--- src/rtl/core/pcd_pkg.sv ---
// Shared types and constants for the point to cylinder distance unit.
package pcd_pkg;

    localparam int CoordW  = 32;
    localparam int DiffW   = 33;
    localparam int ProdW   = 65;
    localparam int MagW    = 64;
    localparam int RemW    = 132;
    localparam int TW      = 97;
    localparam int RootW   = 33;
    localparam int RootTop = 32;

    typedef enum logic [2:0] {
        REG_ROOT_X = 3'd0,
        REG_ROOT_Y = 3'd1,
        REG_ROOT_Z = 3'd2,
        REG_AXIS_X = 3'd3,
        REG_AXIS_Y = 3'd4,
        REG_AXIS_Z = 3'd5,
        REG_RADIUS = 3'd6,
        REG_NONE   = 3'd7
    } cfg_reg_t;

    localparam logic [CoordW-1:0] AxisZReset = 32'd65536;

    // Square root recurrence state: rem = c2 - r^2*a2, t = r*a2.
    typedef struct packed {
        logic [RemW-1:0]  rem;
        logic [TW-1:0]    t;
        logic [RootW-1:0] r;
        logic [MagW-1:0]  a2;
        logic             degen;
    } pcd_root_t;

endpackage

--- src/rtl/core/pcd_root_stage.sv ---
// One registered step of the bit-serial square root, resolving one root bit.
module pcd_root_stage
    import pcd_pkg::*;
#(
    parameter int BIT = 32
) (
    input  logic      clk,
    input  logic      rst_n,
    input  logic      en,
    input  logic      in_vld,
    input  pcd_root_t in_data,
    output logic      out_vld,
    output pcd_root_t out_data
);

    logic            vld_reg;
    pcd_root_t       data_reg;
    pcd_root_t       data_next;
    logic [RemW-1:0] delta;
    logic            capped;
    logic            take;

    always_comb
    begin
        delta = ((RemW'(in_data.t) << 1) + (RemW'(in_data.a2) << BIT)) << BIT;
        capped = (BIT != RootTop) ? in_data.r[RootTop] : 1'b0;
        take = !capped && (delta <= in_data.rem);
        data_next = in_data;
        if (take)
        begin
            data_next.rem = in_data.rem - delta;
            data_next.t = in_data.t + (TW'(in_data.a2) << BIT);
            data_next.r = in_data.r | (RootW'(1) << BIT);
        end
    end

    always_ff @(posedge clk or negedge rst_n)
    begin
        if (!rst_n)
        begin
            vld_reg <= 1'b0;
        end
        else if (en)
        begin
            vld_reg <= in_vld;
        end
    end

    always_ff @(posedge clk)
    begin
        if (en)
        begin
            data_reg <= data_next;
        end
    end

    assign out_vld  = vld_reg;
    assign out_data = data_reg;

endmodule

--- config.mk ---
export PLATFORM = sky130hd
export DESIGN_NAME = pcd_root_stage
export DESIGN_NICKNAME = d
export VERILOG_FILES = /design/src/rtl/core/pcd_pkg.sv /design/src/rtl/core/pcd_root_stage.sv
export SDC_FILE = /design/constraint.sdc
export NUM_CORES = 1
export LEC_CHECK = 0
export BUFFER_PORTS_ARGS = -buffer_cell sky130_fd_sc_hd__clkbuf_2
export CAP_MARGIN = 15
export CORE_AREA = 5 5 251 253
export CTS_BUF_LIST = sky130_fd_sc_hd__clkbuf_4 sky130_fd_sc_hd__clkbuf_8
export DETAILED_ROUTE_END_ITERATION = 16
export DIE_AREA = 0 0 256 258
export GPL_ROUTABILITY_DRIVEN = 0
export GPL_TIMING_DRIVEN = 1
export HOLD_SLACK_MARGIN = 0.06
export PLACE_DENSITY = 0.65
export SLEW_MARGIN = 20
export SYNTH_ARGS = -nofsm -noshare
export SYNTH_HDL_FRONTEND = slang
export SYNTH_SLANG_ARGS = --single-unit
--- constraint.sdc ---
create_clock -name clk -period 1.25 [get_ports clk]
set_input_delay 0.125 -clock clk [delete_from_list [all_inputs] [get_ports clk]]
set_output_delay 0.125 -clock clk [all_outputs]
set_load 0.005 [all_outputs]
==> metrics.md, run 1 <==
| Metric | Value |
|---|---|
| Hold Vio Cnt, Final | 0 |
| Most common cell after layout, fill and taps aside | buf_4 |
| Reg area | 0.009844 mm2 |
| Layout Nets | 5,301 |
| Sw Ratio | 0.3611 |
| TritonCTS buffer count | 57 |
| Io pins | 659 |
| Pre-antenna DRT Iters | 8 |
| Leak Pwr | 20.37 nW |
| Synthesized area | 0.02491 mm2 |
| Initial antenna violation count | 23 |
| Final Total Pwr | 51.17 mW |
| Clock skew | 0 ps |
| Routed via count | 30,220 |
| PD cells | 1185 mW/mm2 |
| Post-synth EDFFs | 327 |
| Port Buffers | 658 |
| Via/cell ratio | 5.396 |
| FILL cells | 4,463 |
| CP arrival | 5840 ps |
| RSZ-0062 raised after global routing | true |
| Most frequent cells in the layout | 1,032 x buf_4, 639 x clkbuf_2, 331 x dlygate4sd3_1, 330 x nand2_1, 327 x edfxtp_1 |
| Global-route wire length before repair | 168.6 mm |
| Synth top area share | 0.3941 |
| Max-slew violations | 0 |
| Cell family with most CP delay | compound AO/OA/AOI/OAI gates |
| Max transition margin | 0.2422 |
| Routed WL | 114.7 mm |
| Clk Latency, worst-skew pair | 670 ps |
| Crit path max fanout | 7 |
| Vias in the first global route | 30,010 |
| Clk pwr share | 0.201 |
| CTS Buffer Depth | 3 |
| Post-synthesis cell type count | 75 |
| Synth area leaders | edfxtp_1 39%, ha_1 11%, a21oi_1 5.3%, nand2_1 5.2%, a21o_1 4.2% |
| Number of remaining DRC errors | 0 |
| Post-synthesis cell count | 2,701 |
| Worst Setup Slack, final | -4156 ps |
| Syn Nets | 3,261 |
| DR WL/cell | 20.49 um |
| Setup CP Type | in -> reg |
| Layout area overhead | 73.27% |
| Core area | 0.06080 mm2 |
| Die H | 258 um |
| CP endpoint kind | register |
| Share of cells above drive strength 1 | 0.4200 |
| Slowest-stage cell, CP | or4b_4 |
| Avg Cell Area, Syn | 9.224 um2 |
| Worst-path clk slew | 70 ps |
| Worst Max-Slew Pin Slew | 1137 ps |
| Chip width | 256 um |
| CP bufs+invs | 5 |
| DP Worst Slack | -5129 ps |
| End-of-flow core utilization | 0.7100 |
| Post-detail-place hpwl | 84.20 mm |
| Total of max-cap violations | 0 |
| Post-route cell area | 0.04317 mm2 |
| Rows | 91 |
| Area of the multi-input gates | 0.01486 mm2 |
| Sequential share of power | 0.294 |
| Clock sinks | 328 |
| Run status | complete, but fails checks |
| Synth Flop Type | edfxtp_1 |
| Register bit total from synthesis | 328 |
| Failing checks | negative setup slack |
| Die Area | 0.06605 mm2 |
| Fmax | 185.0 MHz |
| H-tree depth | 2 |
| Post-placement cell area | 0.03678 mm2 |
| Critical Path RT | 1690 ps |
| Tcrit/Tclk final | 4.325 |
| Initial Util | 0.4098 |
| Largest net degree at the start of global routing | 37 |
| Comb power frac | 0.505 |
| Synth warnings | 0 |
| Crit-path max cell delay | 510 ps |
| Switch Pwr | 18.48 mW |
| Worst VDD drop | 0.8696 mV |
| Worst Setup Start Kind | input pin |
| GRT Residual Overflow | 0 |
| Hold crit path type | in -> reg |
| Final ANT Viol Nets | 0 |
| Internal power | 32.69 mW |
| Root Driver | clkbuf_8 |
| Drt initial violations | 2,188 |
| GR Util All Layers | 0.3198 |
| Synth area leader | edfxtp_1 |
| Final setup viols | 493 |
| Register area share after synthesis | 0.3951 |
| Post-synth ARST share | 0.003049 |
| Worst hold margin | 113.4 ps |
| Crit path time final | 5406 ps |
| CTS tree | yes |
-- metrics by stage --
stage | cells | setup TNS [ps]
after floorplan | 2701 | -693880
after detailed placement | 5078 | -815740
after global placement | 5078 | -804720
final | 5599 | -688800
after CTS | 5557 | -699740
after global routing | 5594 | -743690
-- logic make-up (layout without fill, tap and decap cells) --
group	after synthesis	in the layout	share of synthesized area
simple gates	779	779	0.1445
other cells	0	23	0
compound gates	935	935	0.2307
buf+inv	212	2297	0.03646
mux	8	8	0.003515
xor+xnor	210	210	0.07382
fa+ha+maj	229	229	0.1159
flops	328	328	0.3951
-- worst min-delay path: cells and delay by family --
family,cells,cell delay [ps]
AOI/OAI and AO/OA,1,100
xor gates and xnor gates,1,80
buffers and inverters,2,230
adders and majority gates,1,140
-- layer usage --
metal / up-vias / share of wire / wire length [um] / GRT usage
li1: 14230 / - / - / -
met1: 14090 / 0.40 / 45730 / 0.4047
met2: 1493 / 0.47 / 53550 / 0.5332
met3: 399 / 0.079 / 9014 / 0.06140
met4: 2 / 0.056 / 6405 / 0.1465
met5: - / 0.000096 / 11 / 0
-- cell type report --
type                            instances  share of cell area
Timing Repair Buffer                 2097              0.3694
Multi-Input combinational cell       2161              0.3442
Clock buffer                           70             0.02043
Inverter                               96            0.008347
Tap cell                              790             0.02290
Antenna cell                           23            0.001333
Clock inverter                         34            0.005362
Sequential cell                       328              0.2280
-- cell usage after synthesis, types with 28 or more instances --
cell type,number
a21o_1,138
a21oi_1,264
clkbuf_1,88
edfxtp_1,327
ha_1,226
inv_1,96
nand2_1,346
nand3_1,35
nand4_1,69
nor2_1,149
nor3_1,41
o21ai_0,205
o21ai_1,82
o21bai_1,47
o31ai_1,28
xnor2_1,116
xor2_1,94
-- what timing repair did --
item                                    in CTS  in global routing
gates resized for setup                    162                164
hold buffers                               330                  1
buffers inserted                            30                 11
endpoints found under the setup margin     493                493
cloned                                      15                 11
endpoints found under the hold margin      435                  1
pin swaps                                   63                 69
-- power groups by stage --
stage / clock network, mW / registers (mW) / logic (mW)
2_1_floorplan: 0 / 15.2 / 10.1
3_3_place_gp: 0 / 15.1 / 21.8
3_5_place_dp: 0 / 15.1 / 22.1
4_1_cts: 10.4 / 15.0 / 24.2
5_1_grt: 10.9 / 15.1 / 27.7
6_report: 10.3 / 15.0 / 25.9
-- flip-flops by register name, indices dropped and copies added (netlist names) --
signal and cells:
out_data 327, out_vld 1
-- path summary, 6_finish.rpt --
check | start | endpoint | slack, ps | depth (start not counted)
min | in_data[290] | out_data[290]$_DFFE_PP_ | 110 | 5
max in group asynchronous | rst_n | out_vld$_DFFE_PN0P_ | 840 | 3
max | in_data[1] | out_data[265]$_DFFE_PP_ | -4160 | 25
min reg2reg | out_vld$_DFFE_PN0P_ | out_vld$_DFFE_PN0P_ | 580 | 1
max reg2reg | out_vld$_DFFE_PN0P_ | out_vld$_DFFE_PN0P_ | 460 | 1
min in group asynchronous | rst_n | out_vld$_DFFE_PN0P_ | 300 | 3
Power figures use the tool's default switching activity.
==> inputs of run 2 (changes only) <==
Settings changed: CTS_CLUSTER_DIAMETER set to 120.
Clock period 1.25 ns to 6.9 ns, I/O delays scaled along.
==> run 2 against run 1 <==
  * The run now ends clean
  * Clock skew stayed put
  * Critical path type unchanged
  * Die area is the same
  * Utilization fell by 20 points
  * Final cell count down 23%
==> metrics.md, run 2 (synthesized netlist as in run 1, its figures left out) <==
| Metric | Value |
|---|---|
| Most frequent cells in the layout | 657 x clkbuf_2, 346 x nand2_1, 327 x edfxtp_1, 263 x a21oi_1, 226 x ha_1 |
| Clock sinks | 328 |
| Setup CP Type | in -> reg |
| Final Total Pwr | 7.913 mW |
| TritonCTS buffer count | 59 |
| Hold crit path type | in -> reg |
| Run status | completed |
| CP arrival | 6900 ps |
| Layout Nets | 4,020 |
| Routed via count | 23,870 |
| Tcrit/Tclk final | 0.9396 |
| Worst VDD drop | 0.1895 mV |
| Post-route cell area | 0.03124 mm2 |
| Drt initial violations | 1,751 |
| Vias in the first global route | 23,030 |
| Fmax | 154.3 MHz |
| Crit-path max cell delay | 390 ps |
| Initial antenna violation count | 16 |
| Pre-antenna DRT Iters | 6 |
| Setup Fix Bufs, Post-CTS | 0 |
| Port Buffers | 658 |
| Clock skew | 0 ps |
| DR WL/cell | 20.77 um |
| Chip width | 256 um |
| R2R Path Start | out_vld$_DFFE_PN0P_ |
| Final ANT Viol Nets | 0 |
| Max transition margin | 0.3121 |
| Die Area | 0.06605 mm2 |
| Max-slew violations | 0 |
| GR Util All Layers | 0.2565 |
| Slowest-stage cell, CP | fa_1 |
| Number of remaining DRC errors | 0 |
| Worst-path clk slew | 60 ps |
| CP endpoint kind | register |
| Root Driver | clkbuf_8 |
| Core area | 0.06080 mm2 |
| GRT Residual Overflow | 0 |
| Setup crit start | in_data[1] |
| Most common cell after layout, fill and taps aside | clkbuf_2 |
| RSZ-0062 raised after global routing | false |
| Final setup viols | 0 |
| Crit path max fanout | 4 |
| CP most frequent cell | a21oi_1 |
| Max reg flops | 327 |
| CTS Buffer Depth | 3 |
| Hold Vio Cnt, Final | 0 |
| PD cells | 253.3 mW/mm2 |
| Post-placement cell area | 0.02992 mm2 |
| Post-Place Cells | 4,188 |
| Final std cells w/o fill | 4,309 |
| Largest net degree at the start of global routing | 152 |
| Routed WL | 89.48 mm |
| End-of-flow core utilization | 0.5138 |
| Total of max-cap violations | 0 |
| Die H | 258 um |
| CTS tree | yes |
| Critical Path RT | 7320 ps |
| Leak Pwr | 13.96 nW |
| Global-route wire length before repair | 135.2 mm |
| Via/cell ratio | 5.539 |
| Worst min-delay path startpoint | in_data[73] |
| Initial Util | 0.4098 |
| Clk Latency, worst-skew pair | 670 ps |
| FILL cells | 5,789 |
| Crit path time final | 6483 ps |
| Io pins | 659 |
| H-tree depth | 2 |
| Worst Setup Start Kind | input pin |
| Post-detail-place hpwl | 73.96 mm |
| Share of cells above drive strength 1 | 0.2680 |
| Layout area overhead | 25.40% |
| Rows | 91 |
| Worst Max-Slew Pin Slew | 1032 ps |
-- run 2: through the flow --
step	setup TNS, ps	hold WS, ps	worst slack [ps]
2_1_floorplan	0	394.4	269.8
3_3_place_gp	-27190	466.1	-451.7
3_5_place_dp	-32530	468.7	-412.4
4_1_cts	0	135.9	291.8
5_1_grt	0	143.1	42.62
6_report	0	195.3	417.1
-- run 2: area by class of cell --
cell class	instances	area, um2	area share
clock inverters	26	265.3	0.008491
repair buffers	814	4577	0.1465
flip-flops and latches	328	9844	0.3151
clock buffers	82	1003	0.03212
inverters	96	360.3	0.01153
well taps	790	988.4	0.03164
multi-input cells	2161	14170	0.4536
diodes	12	30.03	0.0009612
-- run 2: critical path: cells and delay by family --
kind | cells | cell delay [ps]
AO/OA/AOI/OAI | 19 | 4030
XOR/XNOR | 1 | 220
adder cells (fa/ha/maj) | 3 | 900
buffers and inverters | 4 | 580
AND/OR/NAND/NOR | 3 | 460
-- run 2: metal layers --
metal / global-route usage / wire length [um] / vias up
met4: 0.07601 / 2541 / 8
met3: 0.05241 / 6732 / 140
met2: 0.4212 / 41520 / 887
met1: 0.3451 / 38640 / 11200
met5: 0 / 42 / -
li1: - / - / 11630
-- run 2: repair_timing --
item / in CTS / in global routing
hold buffers: 1 / 0
resized for setup: 0 / 4
hold endpoints to repair: 1 / 0
endpoints found under the setup margin: 0 / 3
-- run 2: power breakdown --
part / switching (mW) / total, mW / internal [mW] / leakage [nW]
clock network: 0.872 / 2.00 / 1.13 / 0.668
registers: 0.100 / 2.70 / 2.60 / 3.21
logic: 1.86 / 3.21 / 1.35 / 10.1
-- run 2: path summary, 6_finish.rpt --
check	endpoint	slack, ps	depth (start not counted)
max	out_data[326]$_DFFE_PP_	420	30
min	out_data[73]$_DFFE_PP_	200	1
max reg2reg	out_vld$_DFFE_PN0P_	6160	1
min reg2reg	out_vld$_DFFE_PN0P_	510	1
max in group asynchronous	out_vld$_DFFE_PN0P_	6460	2
min in group asynchronous	out_vld$_DFFE_PN0P_	350	2
